===== src/gte_pkg.sv =====
`timescale 1ns / 1ps
package gte_pkg;

  localparam int unsigned VERT_W      = 5;
  localparam int unsigned MAX_RESULTS = 32;
  localparam int unsigned RCW         = $clog2(MAX_RESULTS + 1);

  localparam logic [1:0] CMD_ADD_EDGE = 2'd0;
  localparam logic [1:0] CMD_BFS      = 2'd1;
  localparam logic [1:0] CMD_DFS      = 2'd2;

  localparam logic [1:0] KIND_STORED   = 2'd0;
  localparam logic [1:0] KIND_REJECTED = 2'd1;
  localparam logic [1:0] KIND_VISIT    = 2'd2;

  typedef struct packed {
    logic [1:0]        command;
    logic [VERT_W-1:0] first_vertex;
    logic [VERT_W-1:0] second_vertex;
  } gte_cmd_t;

  typedef struct packed {
    logic [1:0]        kind;
    logic [VERT_W-1:0] vertex;
    logic              last;
  } gte_res_t;

  typedef enum logic [12:0] {
    S_IDLE      = 13'b0000000000001,
    S_EDGE_A    = 13'b0000000000010,
    S_EDGE_B    = 13'b0000000000100,
    S_EDGE_W2   = 13'b0000000001000,
    S_B_POP     = 13'b0000000010000,
    S_B_LOAD    = 13'b0000000100000,
    S_B_SCAN    = 13'b0000001000000,
    S_B_CHK     = 13'b0000010000000,
    S_D_DEG     = 13'b0000100000000,
    S_D_STEP    = 13'b0001000000000,
    S_D_CHK     = 13'b0010000000000,
    S_D_RESTORE = 13'b0100000000000,
    S_FINISH    = 13'b1000000000000
  } gte_state_e;

endpackage


===== src/gte_ram.sv =====
`timescale 1ns / 1ps
module gte_ram #(
  parameter int unsigned DEPTH = 32,
  parameter int unsigned WIDTH = 5
) (
  input  logic                     clk_i,
  input  logic                     wr_en_i,
  input  logic [$clog2(DEPTH)-1:0] wr_addr_i,
  input  logic [WIDTH-1:0]         wr_data_i,
  input  logic [$clog2(DEPTH)-1:0] rd_addr_i,
  output logic [WIDTH-1:0]         rd_data_o
);

  logic [WIDTH-1:0] mem [DEPTH];
  logic [WIDTH-1:0] rd_data_q;

  always_ff @(posedge clk_i) begin
    if (wr_en_i) begin
      mem[wr_addr_i] <= wr_data_i;
    end
    rd_data_q <= mem[rd_addr_i];
  end

  assign rd_data_o = rd_data_q;

endmodule


===== src/graph_traversal_engine_core.sv =====
`timescale 1ns / 1ps
// Graph traversal engine: undirected graph of up to NUM_VERTICES vertices with
// MAX_DEGREE neighbor slots each. An item is taken when start is high and busy
// is low. Its results are strobed on result_valid_o with last set on the final
// one, and busy drops in the cycle that carries that final result. Command 3
// and a traversal from a vertex beyond the graph are taken with no results and
// without raising busy. The receiver cannot stall: each result is present for
// exactly one cycle. An add-edge item steps through S_EDGE_A, S_EDGE_B and
// S_EDGE_W2; a rejected edge is answered from S_EDGE_B. Breadth-first passes
// S_B_POP, S_B_LOAD and S_B_SCAN per visited vertex and S_B_CHK per stored
// neighbor entry, then S_FINISH. Depth-first passes S_D_STEP and S_D_CHK per
// neighbor entry scanned, S_D_DEG per visited vertex, S_D_RESTORE per
// backtrack and S_FINISH at the end. The neighbor memory has a single read port.
module graph_traversal_engine_core
  import gte_pkg::*;
#(
  parameter int unsigned NUM_VERTICES = 32,
  parameter int unsigned MAX_DEGREE   = 8
) (
  input  logic     clk_i,
  input  logic     rst_ni,
  input  logic     start,
  output logic     busy,
  input  gte_cmd_t item_i,
  output logic     result_valid_o,
  output gte_res_t result_o
);

  localparam int unsigned VIW = $clog2(NUM_VERTICES);
  localparam int unsigned DW  = $clog2(MAX_DEGREE + 1);
  localparam int unsigned IW  = (MAX_DEGREE > 1) ? $clog2(MAX_DEGREE) : 1;
  localparam int unsigned AW  = VIW + IW;
  localparam int unsigned CW  = $clog2(NUM_VERTICES + 1);
  localparam int unsigned FW  = VERT_W + DW;

  gte_state_e state_q, state_d;

  logic [VERT_W-1:0]   a_q, a_d, b_q, b_d;
  logic                range_ok_q, range_ok_d;
  logic [DW-1:0]       dega_q, dega_d, degb_q, degb_d;
  logic [VERT_W-1:0]   cur_v_q, cur_v_d;
  logic [DW-1:0]       cur_nx_q, cur_nx_d;
  logic [DW-1:0]       cur_deg_q, cur_deg_d;
  logic [CW-1:0]       head_q, head_d, tail_q, tail_d, depth_q, depth_d;
  logic [RCW-1:0]      cnt_q, cnt_d;
  logic [NUM_VERTICES-1:0] visited_q, visited_d;
  logic [DW-1:0]       deg_q [NUM_VERTICES];
  logic                pend_valid_q, pend_valid_d;
  logic [VERT_W-1:0]   pend_vertex_q, pend_vertex_d;
  logic                res_valid_q, res_valid_d;
  gte_res_t            res_q, res_d;

  logic                deg_we;
  logic [VIW-1:0]      deg_waddr, deg_raddr;
  logic [DW-1:0]       deg_wdata, deg_rd;

  logic                nb_we;
  logic [AW-1:0]       nb_waddr, nb_raddr;
  logic [VERT_W-1:0]   nb_wdata, nb_rdata;

  logic                fr_we;
  logic [VIW-1:0]      fr_waddr, fr_raddr;
  logic [FW-1:0]       fr_wdata, fr_rdata;
  logic [VERT_W-1:0]   fr_rd_v;
  logic [DW-1:0]       fr_rd_nx;

  logic                prod;
  logic [VERT_W-1:0]   prod_v;
  logic                self_loop, edge_ok, a_in, b_in;
  logic [DW:0]         dega_p2;
  logic [CW-1:0]       depth_m1, depth_m2;
  logic [DW-1:0]       dega_p1;

  gte_ram #(
    .DEPTH(2 ** AW),
    .WIDTH(VERT_W)
  ) u_nbr_mem (
    .clk_i    (clk_i),
    .wr_en_i  (nb_we),
    .wr_addr_i(nb_waddr),
    .wr_data_i(nb_wdata),
    .rd_addr_i(nb_raddr),
    .rd_data_o(nb_rdata)
  );

  gte_ram #(
    .DEPTH(NUM_VERTICES),
    .WIDTH(FW)
  ) u_frontier_mem (
    .clk_i    (clk_i),
    .wr_en_i  (fr_we),
    .wr_addr_i(fr_waddr),
    .wr_data_i(fr_wdata),
    .rd_addr_i(fr_raddr),
    .rd_data_o(fr_rdata)
  );

  assign fr_rd_v  = fr_rdata[FW-1 -: VERT_W];
  assign fr_rd_nx = fr_rdata[DW-1:0];
  assign deg_rd   = deg_q[deg_raddr];

  assign a_in      = 7'(item_i.first_vertex) < 7'(NUM_VERTICES);
  assign b_in      = 7'(item_i.second_vertex) < 7'(NUM_VERTICES);
  assign self_loop = (a_q == b_q);
  assign dega_p2   = {1'b0, dega_q} + (DW + 1)'(2);
  assign dega_p1   = dega_q + DW'(1);
  assign edge_ok   = range_ok_q &&
                     (self_loop ? (dega_p2 <= (DW + 1)'(MAX_DEGREE))
                                : (dega_q < DW'(MAX_DEGREE) && deg_rd < DW'(MAX_DEGREE)));
  assign depth_m1  = depth_q - CW'(1);
  assign depth_m2  = depth_q - CW'(2);

  always_comb begin
    state_d       = state_q;
    a_d           = a_q;
    b_d           = b_q;
    range_ok_d    = range_ok_q;
    dega_d        = dega_q;
    degb_d        = degb_q;
    cur_v_d       = cur_v_q;
    cur_nx_d      = cur_nx_q;
    cur_deg_d     = cur_deg_q;
    head_d        = head_q;
    tail_d        = tail_q;
    depth_d       = depth_q;
    cnt_d         = cnt_q;
    visited_d     = visited_q;
    pend_valid_d  = pend_valid_q;
    pend_vertex_d = pend_vertex_q;
    res_valid_d   = 1'b0;
    res_d         = res_q;
    deg_we        = 1'b0;
    deg_waddr     = VIW'(a_q);
    deg_wdata     = dega_q;
    deg_raddr     = VIW'(cur_v_q);
    nb_we         = 1'b0;
    nb_waddr      = {VIW'(a_q), dega_q[IW-1:0]};
    nb_wdata      = b_q;
    nb_raddr      = {VIW'(cur_v_q), cur_nx_q[IW-1:0]};
    fr_we         = 1'b0;
    fr_waddr      = tail_q[VIW-1:0];
    fr_wdata      = {cur_v_q, cur_nx_q};
    fr_raddr      = head_q[VIW-1:0];
    prod          = 1'b0;
    prod_v        = cur_v_q;

    case (state_q)
      S_IDLE: begin
        if (start) begin
          a_d        = item_i.first_vertex;
          b_d        = item_i.second_vertex;
          range_ok_d = a_in && b_in;
          cur_v_d    = item_i.first_vertex;
          cur_nx_d   = '0;
          cnt_d      = '0;
          if (item_i.command == CMD_ADD_EDGE) begin
            state_d = S_EDGE_A;
          end else if (item_i.command == CMD_BFS && a_in) begin
            visited_d = '0;
            visited_d[VIW'(item_i.first_vertex)] = 1'b1;
            fr_we    = 1'b1;
            fr_waddr = '0;
            fr_wdata = {item_i.first_vertex, DW'(0)};
            head_d   = '0;
            tail_d   = CW'(1);
            state_d  = S_B_POP;
          end else if (item_i.command == CMD_DFS && a_in) begin
            visited_d = '0;
            visited_d[VIW'(item_i.first_vertex)] = 1'b1;
            prod     = 1'b1;
            prod_v   = item_i.first_vertex;
            cnt_d    = RCW'(1);
            depth_d  = CW'(1);
            state_d  = S_D_DEG;
          end
        end
      end
      S_EDGE_A: begin
        deg_raddr = VIW'(a_q);
        dega_d    = deg_rd;
        state_d   = S_EDGE_B;
      end
      S_EDGE_B: begin
        deg_raddr = VIW'(b_q);
        degb_d    = deg_rd;
        if (edge_ok) begin
          nb_we     = 1'b1;
          deg_we    = 1'b1;
          deg_waddr = VIW'(a_q);
          deg_wdata = self_loop ? dega_p2[DW-1:0] : dega_p1;
          state_d   = S_EDGE_W2;
        end else begin
          res_valid_d = 1'b1;
          res_d       = '{kind: KIND_REJECTED, vertex: '0, last: 1'b1};
          state_d     = S_IDLE;
        end
      end
      S_EDGE_W2: begin
        nb_we     = 1'b1;
        nb_waddr  = {VIW'(b_q), self_loop ? dega_p1[IW-1:0] : degb_q[IW-1:0]};
        nb_wdata  = a_q;
        deg_we    = !self_loop;
        deg_waddr = VIW'(b_q);
        deg_wdata = degb_q + DW'(1);
        res_valid_d = 1'b1;
        res_d       = '{kind: KIND_STORED, vertex: '0, last: 1'b1};
        state_d     = S_IDLE;
      end
      S_B_POP: begin
        if (head_q < tail_q && cnt_q < RCW'(MAX_RESULTS)) begin
          head_d  = head_q + CW'(1);
          state_d = S_B_LOAD;
        end else begin
          state_d = S_FINISH;
        end
      end
      S_B_LOAD: begin
        cur_v_d   = fr_rd_v;
        deg_raddr = VIW'(fr_rd_v);
        cur_deg_d = deg_rd;
        cur_nx_d  = '0;
        prod      = 1'b1;
        prod_v    = fr_rd_v;
        cnt_d     = cnt_q + RCW'(1);
        state_d   = S_B_SCAN;
      end
      S_B_SCAN: begin
        if (cur_nx_q < cur_deg_q) begin
          cur_nx_d = cur_nx_q + DW'(1);
          state_d  = S_B_CHK;
        end else begin
          state_d = S_B_POP;
        end
      end
      S_B_CHK: begin
        if (!visited_q[VIW'(nb_rdata)]) begin
          visited_d[VIW'(nb_rdata)] = 1'b1;
          fr_we    = 1'b1;
          fr_wdata = {nb_rdata, DW'(0)};
          tail_d   = tail_q + CW'(1);
        end
        if (cur_nx_q < cur_deg_q) begin
          cur_nx_d = cur_nx_q + DW'(1);
        end else begin
          state_d = S_B_POP;
        end
      end
      S_D_DEG: begin
        cur_deg_d = deg_rd;
        state_d   = S_D_STEP;
      end
      S_D_STEP: begin
        fr_raddr = depth_m2[VIW-1:0];
        if (cnt_q >= RCW'(MAX_RESULTS)) begin
          state_d = S_FINISH;
        end else if (cur_nx_q < cur_deg_q) begin
          cur_nx_d = cur_nx_q + DW'(1);
          state_d  = S_D_CHK;
        end else begin
          depth_d = depth_m1;
          state_d = (depth_q == CW'(1)) ? S_FINISH : S_D_RESTORE;
        end
      end
      S_D_CHK: begin
        if (!visited_q[VIW'(nb_rdata)]) begin
          visited_d[VIW'(nb_rdata)] = 1'b1;
          prod     = 1'b1;
          prod_v   = nb_rdata;
          cnt_d    = cnt_q + RCW'(1);
          fr_we    = 1'b1;
          fr_waddr = depth_m1[VIW-1:0];
          fr_wdata = {cur_v_q, cur_nx_q};
          cur_v_d  = nb_rdata;
          cur_nx_d = '0;
          depth_d  = depth_q + CW'(1);
          state_d  = S_D_DEG;
        end else begin
          state_d = S_D_STEP;
        end
      end
      S_D_RESTORE: begin
        cur_v_d  = fr_rd_v;
        cur_nx_d = fr_rd_nx;
        state_d  = S_D_DEG;
      end
      S_FINISH: begin
        res_valid_d  = pend_valid_q;
        res_d        = '{kind: KIND_VISIT, vertex: pend_vertex_q, last: 1'b1};
        pend_valid_d = 1'b0;
        state_d      = S_IDLE;
      end
      default: begin
        state_d = S_IDLE;
      end
    endcase

    // hold back one visit so the final one can carry last
    if (prod) begin
      if (pend_valid_q) begin
        res_valid_d = 1'b1;
        res_d       = '{kind: KIND_VISIT, vertex: pend_vertex_q, last: 1'b0};
      end
      pend_valid_d  = 1'b1;
      pend_vertex_d = prod_v;
    end
  end

  always_ff @(posedge clk_i or negedge rst_ni) begin
    if (!rst_ni) begin
      state_q      <= S_IDLE;
      head_q       <= '0;
      tail_q       <= '0;
      depth_q      <= '0;
      cnt_q        <= '0;
      visited_q    <= '0;
      pend_valid_q <= 1'b0;
      res_valid_q  <= 1'b0;
      for (int i = 0; i < NUM_VERTICES; i++) begin
        deg_q[i] <= '0;
      end
    end else begin
      state_q      <= state_d;
      head_q       <= head_d;
      tail_q       <= tail_d;
      depth_q      <= depth_d;
      cnt_q        <= cnt_d;
      visited_q    <= visited_d;
      pend_valid_q <= pend_valid_d;
      res_valid_q  <= res_valid_d;
      if (deg_we) begin
        deg_q[deg_waddr] <= deg_wdata;
      end
    end
  end

  always_ff @(posedge clk_i) begin
    a_q           <= a_d;
    b_q           <= b_d;
    range_ok_q    <= range_ok_d;
    dega_q        <= dega_d;
    degb_q        <= degb_d;
    cur_v_q       <= cur_v_d;
    cur_nx_q      <= cur_nx_d;
    cur_deg_q     <= cur_deg_d;
    pend_vertex_q <= pend_vertex_d;
    res_q         <= res_d;
  end

  assign busy           = (state_q != S_IDLE);
  assign result_valid_o = res_valid_q;
  assign result_o       = res_q;

`ifndef SYNTHESIS
  a_idle_no_pending: assert property (@(posedge clk_i) disable iff (!rst_ni)
    (state_q == S_IDLE) |-> !pend_valid_q)
    else $error("visit held back while idle");

  a_edge_answer_last: assert property (@(posedge clk_i) disable iff (!rst_ni)
    (result_valid_o && (result_o.kind == KIND_STORED || result_o.kind == KIND_REJECTED))
      |-> result_o.last)
    else $error("edge answer without last");

  a_edge_goes_busy: assert property (@(posedge clk_i) disable iff (!rst_ni)
    (start && !busy && item_i.command == CMD_ADD_EDGE) |=> busy)
    else $error("add-edge item did not start");

  a_result_bound: assert property (@(posedge clk_i) disable iff (!rst_ni)
    cnt_q <= RCW'(MAX_RESULTS))
    else $error("result count overrun");

  a_stack_bound: assert property (@(posedge clk_i) disable iff (!rst_ni)
    (depth_q <= CW'(NUM_VERTICES)) && (tail_q <= CW'(NUM_VERTICES)))
    else $error("frontier overrun");
`endif

endmodule


===== config.mk =====
export PLATFORM = sky130hd
export DESIGN_NAME = graph_traversal_engine_core
export DESIGN_NICKNAME = d
export VERILOG_FILES = /design/src/gte_pkg.sv /design/src/gte_ram.sv /design/src/graph_traversal_engine_core.sv
export SDC_FILE = /design/constraint.sdc
export NUM_CORES = 2
export LEC_CHECK = 0
export CORE_MARGIN = 3
export CORE_UTILIZATION = 56
export DETAILED_ROUTE_END_ITERATION = 6
export DONT_BUFFER_PORTS = 1
export GPL_TIMING_DRIVEN = 1
export HOLD_SLACK_MARGIN = 0.1
export PLACE_DENSITY = 0.78
export SYNTH_ARGS = -nofsm -noshare
export SYNTH_HDL_FRONTEND = slang
export SYNTH_SLANG_ARGS = --single-unit
export TNS_END_PERCENT = 100

===== constraint.sdc =====
create_clock -name clk_i -period 32.7 [get_ports clk_i]
set_input_delay 0 -clock clk_i [delete_from_list [all_inputs] [get_ports clk_i]]
set_output_delay 0 -clock clk_i [all_outputs]
set_load 0.005 [all_outputs]

After elaboration in Yosys (flattened, before gate mapping)
Memories as Yosys holds them, arrays and structs flattened. A register that Yosys moved wholly into a read port is not among the register bits.
Index checks and enable logic that the tools add are counted.
{ "word_totals": {"regBits": 243, "latch_bits": 0, "mem_bits_rw": 1568, "rom_bits": 0, "in_bits": 15, "out_inout_bits": 10, "elab_cells": 255, "n_memories": 2} }
{ "memory_table": {"columns": ["memory", "words", "width", "rd", "rd_clocked_by_memory_dff", "wr", "line_no", "rtl"], "rows": [
  ["u_nbr_mem.mem", 256, 5, 1, 1, 1, "gte_ram.sv:14", "logic [WIDTH-1:0] mem [DEPTH];"],
  ["u_frontier_mem.mem", 32, 9, 1, 1, 1, "gte_ram.sv:14", null]
]} }
{ "op_classes": {"add_sub_neg": 10, "n_mul": 0, "n_div": 0, "n_lt_le_gt_ge": 14, "eq_ne": 32, "shifts": 0, "mux": 115, "n_bitwise": 3, "n_reduce_logical": 28} }
{ "ops": {"columns": ["operator", "n"], "rows": [
  ["2-to-1 mux 32 bit", 5],
  ["one-hot mux 13 bit (11 select lines)", 1],
  ["bitwise mux 128 bit", 1],
  ["2-to-1 mux 13 bit", 9],
  ["2-to-1 mux 6 bit", 17],
  ["2-to-1 mux 5 bit", 13],
  ["one-hot mux 32 bit (2 select lines)", 1],
  ["one-hot mux 5 bit (3 select lines)", 3],
  ["2-to-1 mux 4 bit", 10],
  ["2-to-1 mux 8 bit", 5],
  ["2-to-1 mux 9 bit", 4],
  ["one-hot mux 6 bit (3 select lines)", 2],
  ["OR 32 bit", 1],
  ["2-to-1 mux 1 bit", 25],
  ["adder 6 x 1 -> 6 bit, second input constant", 4],
  ["inequality test 2 bit, second input constant", 12],
  ["one-hot mux 4 bit (6 select lines)", 1],
  ["one-hot mux 6 bit (2 select lines)", 2],
  ["one-hot mux 8 bit (3 select lines)", 1],
  ["binary-select mux 4 bit (select 5 bit)", 1],
  ["demux 4 bit (select 5 bit)", 1],
  ["greater-or-equal comparator 6 bit, second input constant", 3],
  ["one-hot mux 9 bit (2 select lines)", 1],
  ["AND reduction 5 bit", 3],
  ["other kinds (52)", 76]
]} }

Logic depth before layout (Yosys ltp)
{ "depth": {"ltp_word": 13, "mapped_depth": 16, "depth_no_buf": 11} }

Modules after synthesis
From an unflattened synthesis, not the netlist that was laid out.
{ "hier_totals": {"cells_unflattened": 4213, "hier_area_um2": 75093.3} }
{ "modules_own_cells": {"columns": ["module", "instances", "cells_per_inst", "area_per_inst_um2", "seq_area_each_um2"], "rows": [
  ["gte_ram at u_nbr_mem", 1, 2497, 50284.5, 38537.0],
  ["graph_traversal_engine_core", 1, 1253, 13526.7, 6222.2],
  ["gte_ram at u_frontier_mem", 1, 463, 11282.1, 8828.5]
]} }

Least setup slack after synthesis
OpenSTA, ideal clock, no wires.
{ "synth_path": {"kind": "reg-to-reg", "startpoint": "reg state_q[8]", "endpoint": "mem u_nbr_mem.mem[0][1], data pin", "setup_time_ns": 2.188, "arrival_ns": 11.723, "t_required_ns": 30.512, "setup_slack_ns": 18.789, "stages_incl_launch_ff": 9, "path_buffers": 3, "period_less_slack_ns": 13.911, "path_cell_list": "dfrtp_1 -> nor4_4 -> nand2_2 -> clkbuf_1 -> nor2_1 -> nand4b_1 -> clkbuf_1 -> clkbuf_1 -> o21ai_0"} }
{ "synth_between": {"elab_chain_len": 2} }
{ "synth_lines": {"columns": ["element", "line_no", "rtl"], "rows": [
  ["from (decl)", "graph_traversal_engine_core.sv:36", "gte_state_e state_q, state_d;"],
  ["from (signal assigned)", "graph_traversal_engine_core.sv:322", "state_q <= state_d;"],
  ["== test 13 x 4 -> 1 bit", "graph_traversal_engine_core.sv:147", "case (state_q)"],
  ["2-to-1 mux 5 bit", "graph_traversal_engine_core.sv:147", null],
  ["via nb_wdata[1]", "graph_traversal_engine_core.sv:59", "logic [VERT_W-1:0] nb_wdata, nb_rdata;"],
  ["to (decl)", "gte_ram.sv:14", null]
]} }
The timed path passes the listed nets, and every way through them passes these cells.

Worst setup path after layout
{ "layout_path": {"startpoint": "reg state_q[8]", "endpoint": "mem u_nbr_mem.mem[152][4], in the netlist u_nbr_mem.mem[76][4] (enable)"} }
{ "layout_between": {"elab_chain_len": 13, "elab_cells_between_ends": 17, "classes_between": "order compare: 1; eq/ne: 4; mux: 10; bitwise: 1; reduce/logical: 1"} }
{ "layout_lines": {"columns": ["element", "line_no", "rtl"], "rows": [
  ["== test 13 x 6 -> 1 bit, or another cell as far along", "graph_traversal_engine_core.sv:147", null],
  ["one-hot mux 5 bit (3 select lines)", "graph_traversal_engine_core.sv:147", null],
  ["NOT 5 -> 6 bit (implied by the code)", "graph_traversal_engine_core.sv:100", "assign deg_rd = deg_q[deg_raddr];"],
  ["binary-select mux 4 bit (select 5 bit)", "graph_traversal_engine_core.sv:100", null],
  ["2-to-1 mux 4 bit (implied by the code) (2 in series)", "graph_traversal_engine_core.sv:100", null],
  ["< comparator 4 bit", "graph_traversal_engine_core.sv:109", ": (dega_q < DW'(MAX_DEGREE) && deg_rd < DW'(MAX_DEGREE)));"],
  ["logical AND 1 bit", "graph_traversal_engine_core.sv:109", null],
  ["2-to-1 mux 1 bit", "graph_traversal_engine_core.sv:108", "(self_loop ? (dega_p2 <= (DW + 1)'(MAX_DEGREE))"],
  ["2-to-1 mux 1 bit", "graph_traversal_engine_core.sv:186", "if (edge_ok) begin"],
  ["one-hot mux 1 bit (2 select lines)", "graph_traversal_engine_core.sv:147", null],
  ["2-to-1 mux 1 bit", "gte_ram.sv:18", "if (wr_en_i) begin"],
  ["2-to-1 mux 1 bit (implied by the code)", "gte_ram.sv:19", "mem[wr_addr_i] <= wr_data_i;"]
]} }
Several ways; a longest one is shown, not always the timed one. The select of a mux whose other input is x is not followed.

==> flow_summary.json <==
{
  "status": "complete, no violations",
  "number_of_enable_flip_flop_cells_after_synthesis": 1604,
  "routed_wl_um": 181500,
  "grt_setup_unrepaired": "false",
  "track_usage_pct": 26.77,
  "detail_route.drc_violations": 0,
  "layout_min_cycle_time_ns": 7.394,
  "initial_core_util_pct": 56.78,
  "seq_area_frac_synth_pct": 71.34,
  "detailed_place.area_sq_um": 76970,
  "place_hpwl_um": 99380,
  "vdd_drop_max_mv": 0.07745,
  "mostFrequentLayoutCell": "sky130_fd_sc_hd__edfxtp_1",
  "fin_setup_tns_ns": 0,
  "worstPathArrival_ns": 7.84,
  "wl_met3_um": 16970,
  "fmax_mhz": 135.2,
  "area_growth_pct": 10.83,
  "netlist-cell-type-count": 79,
  "ctsResizeCount": 0,
  "finalHoldViolCount": 0,
  "crit_path_end_kind": "flip-flop",
  "ios": 25,
  "dieArea_sq_um": 138600,
  "chipHeight_um": 372.3,
  "worst_r2r_path_depth": 11,
  "mappedNetlistNets": 4153,
  "path_clk_slew_ns": 0.06,
  "finalCritPeriodShare_pct": 22.61,
  "register_to_register_setup_slack_ns": 25.31,
  "detail_route_antenna_nets": 0,
  "r2r_end": "u_nbr_mem.mem[76][4]",
  "place_inst": 5678,
  "power.static_leakage_nw": 27.23,
  "synthesis.area_sq_um": 75120,
  "postSynthRegisterBits": 1825,
  "clock_tree.htree_level_count": 4,
  "rr_startpoint": "state_q[8]",
  "tritoncts": "done",
  "fp-row-count": 133,
  "globalplace.congestion": 0.8824,
  "design.core.area_sq_um": 132300,
  "first_iter_violations": 5368,
  "globalRouteOverflowTotal": 0,
  "final_util_pct": 62.93,
  "timing.setup.critical_path_class": "reg2reg",
  "setup.worst_path.start_class": "flip-flop",
  "worstHoldStart": "item_i[11]",
  "clk_root_buffer_cell": "sky130_fd_sc_hd__clkbuf_16",
  "most_frequent_cells_in_the_layout": "sky130_fd_sc_hd__edfxtp_1, sky130_fd_sc_hd__mux4_2, sky130_fd_sc_hd__nor2_1, sky130_fd_sc_hd__nand2_1, sky130_fd_sc_hd__dfrtp_1",
  "grt_antenna_before_repair": 1,
  "stdcell_area_sq_um": 83250,
  "drt-vias-per-instance": 6.681,
  "min_delay_worst_endpoint": "cnt_q[0]",
  "preCtsSetupSlack_ns": 25.42,
  "cp_max_fo": 51,
  "tritoncts_num_sinks": 1825,
  "grt_pass1_vias": 41310,
  "grt_first_pass_wirelength_um": 274500,
  "holdCritPathClass": "in2reg",
  "met2RoutedLength_um": 89530,
  "cts-hold-fix-buffers": 26,
  "max_capacitance_violation_count": 0,
  "routedLengthMet1_um": 69520,
  "final_cell_count_no_fill": 6026,
  "length_of_the_first_detailed_routing_pass_in_iterations": 6,
  "max-clock-path-buffers": 3,
  "timing.final.setup_violations": 0,
  "placement.io_buffers": 0,
  "power-per-cell-area_nw_per_um2": 82.46,
  "critPathRequiredTime_ns": 33.14,
  "cts_post_setup_buffers_inserted": 0,
  "finalClockSkew_ns": 0.04892,
  "design.final.nets": 4169,
  "synth_ff_type": "sky130_fd_sc_hd__edfxtp_1",
  "finalWorstSetupSlack_ns": 25.31,
  "ys.warnings.count": 0,
  "synthArstFlopShare_pct": 10.90,
  "routed.top_layer": "met4",
  "worstHoldPathCells": 4,
  "synthesis.area_per_instance_sq_um": 18.28,
  "num_vias": 40260,
  "clk-insertion-delay-late_ns": 0.81,
  "worst-slew-pin-transition_ns": 1.359,
  "slew_headroom_pct": 9.368,
  "grt_max_degree": 211,
  "cts_made_buffers": 175,
  "die_width_um": 372.3,
  "cell_count_after_synthesis": 4110,
  "timing_max_transition_violations_final": 0,
  "layout_cells_sized_above_1_pct": 23.10,
  "route.detailed.wl_per_inst_um": 30.11
}
-- where the power goes --
group / total, mW / internal (mW) / leakage [nW] / switching (mW)
clock: 2.11 / 1.21 / 2.89 / 0.895
sequential: 2.85 / 2.77 / 17.3 / 0.0739
combinational: 1.91 / 0.786 / 7.02 / 1.13
-- worst max-delay path, stage by stage (launching register included) --
cell,delay (ns)
sky130_fd_sc_hd__dfrtp_1,0.48
sky130_fd_sc_hd__nor4_4,0.41
sky130_fd_sc_hd__nand2_2,0.27
sky130_fd_sc_hd__o21ai_1,0.73
sky130_fd_sc_hd__nand2_2,0.85
sky130_fd_sc_hd__a2111oi_0,0.68
sky130_fd_sc_hd__a211oi_1,0.11
sky130_fd_sc_hd__a22o_1,0.36
sky130_fd_sc_hd__o211ai_4,0.94
sky130_fd_sc_hd__nand4_4,0.90
sky130_fd_sc_hd__buf_4,0.68
sky130_fd_sc_hd__nor2_1,0.54
-- per-stage QoR --
stage	power [mW]	hold slack (ns)
2_1_floorplan	4.237	-0.2956
3_3_place_gp	4.724	-0.2772
3_5_place_dp	4.754	-0.2778
4_1_cts	6.877	0.1124
5_1_grt	7.080	0.1888
6_report	6.865	0.1560
-- final cells by class --
type / instances / area [sq um]
clock inverter: 105 / 1361
antenna: 2 / 5.005
clock buffer: 215 / 4621
inverter: 32 / 120.1
timing repair buffer: 81 / 795.8
multi-input combinational: 2011 / 20570
fill: 8475 / 49040
sequential: 1825 / 53590
tap: 1755 / 2196
-- registers in the layout (all words and copies together), names as in the netlist, 5 cells and up --
| name | count |
|---|---|
| u_nbr_mem.mem | 1280 |
| visited_q | 32 |
| result_o | 8 |
| cur_v_q | 5 |
| u_nbr_mem.rd_data_o | 5 |
| u_frontier_mem.rd_data_o | 9 |
| a_q | 5 |
| b_q | 5 |
| state_q | 13 |
| cnt_q | 6 |
| u_frontier_mem.mem | 288 |
| pend_vertex_q | 5 |
| tail_q | 6 |
| depth_q | 6 |
| deg_q | 128 |
| head_q | 6 |
-- logic make-up after synthesis --
family,synth area share (%)
flops,71.34
simple gates,5.590
mux,17.83
compound gates,2.933
buf+inv,1.499
xor+xnor,0.3498
fa+ha+maj,0.4664
-- synthesized netlist by cell type (13+ instances only) --
cell type                  instances  share of area, %
sky130_fd_sc_hd__nand3_1          52              0.35
sky130_fd_sc_hd__buf_2            51              0.34
sky130_fd_sc_hd__nand2_1         267               1.3
sky130_fd_sc_hd__xor2_1           18              0.21
sky130_fd_sc_hd__nand2b_1         14              0.12
sky130_fd_sc_hd__edfxtp_1       1604                64
sky130_fd_sc_hd__and2_1           13              0.11
sky130_fd_sc_hd__a211oi_1         22              0.22
sky130_fd_sc_hd__o21ai_0          74              0.49
sky130_fd_sc_hd__buf_1            47              0.23
sky130_fd_sc_hd__nor3_1           19              0.13
sky130_fd_sc_hd__dfxtp_1          22              0.59
sky130_fd_sc_hd__clkbuf_1        135              0.67
sky130_fd_sc_hd__inv_1            32              0.16
sky130_fd_sc_hd__o211ai_1         14              0.14
sky130_fd_sc_hd__and3b_1          14              0.16
sky130_fd_sc_hd__mux2i_1          35              0.47
sky130_fd_sc_hd__and4_1           15              0.17
sky130_fd_sc_hd__a21oi_1         109              0.73
sky130_fd_sc_hd__dfrtp_1         198               6.6
sky130_fd_sc_hd__and3_1           31              0.26
sky130_fd_sc_hd__a21o_1           16              0.16
sky130_fd_sc_hd__nand4_1          26              0.22
sky130_fd_sc_hd__mux4_2          505                15
sky130_fd_sc_hd__o21ai_1          16              0.11
sky130_fd_sc_hd__nor2_1          391               2.0
sky130_fd_sc_hd__mux2_2          116               1.7
sky130_fd_sc_hd__mux2_1           32              0.48
sky130_fd_sc_hd__a31oi_1          24              0.20
sky130_fd_sc_hd__ha_1             28              0.47
-- per-layer routing --
layer	track usage [%]	up-vias
met4	8.418	0
met5	0	-
met1	37.88	20960
li1	-	16500
met2	42.78	2441
met3	5.133	359
-- worst max path at each step --
stage                                       to  slack (ns)        from  cells past startpoint
after floorplan            u_nbr_mem.mem[0][1]       18.79  state_q[8]                      8
after global placement    u_nbr_mem.mem[64][1]       25.75  state_q[8]                     11
after detailed placement  u_nbr_mem.mem[84][4]       25.42  state_q[8]                     11
after CTS                 u_nbr_mem.mem[76][3]       25.35  state_q[8]                     11
after global routing      u_nbr_mem.mem[76][4]       24.79  state_q[2]                     11
final                     u_nbr_mem.mem[76][4]       25.31  state_q[8]                     11
Note: power is estimated with default switching activity, not from simulation.
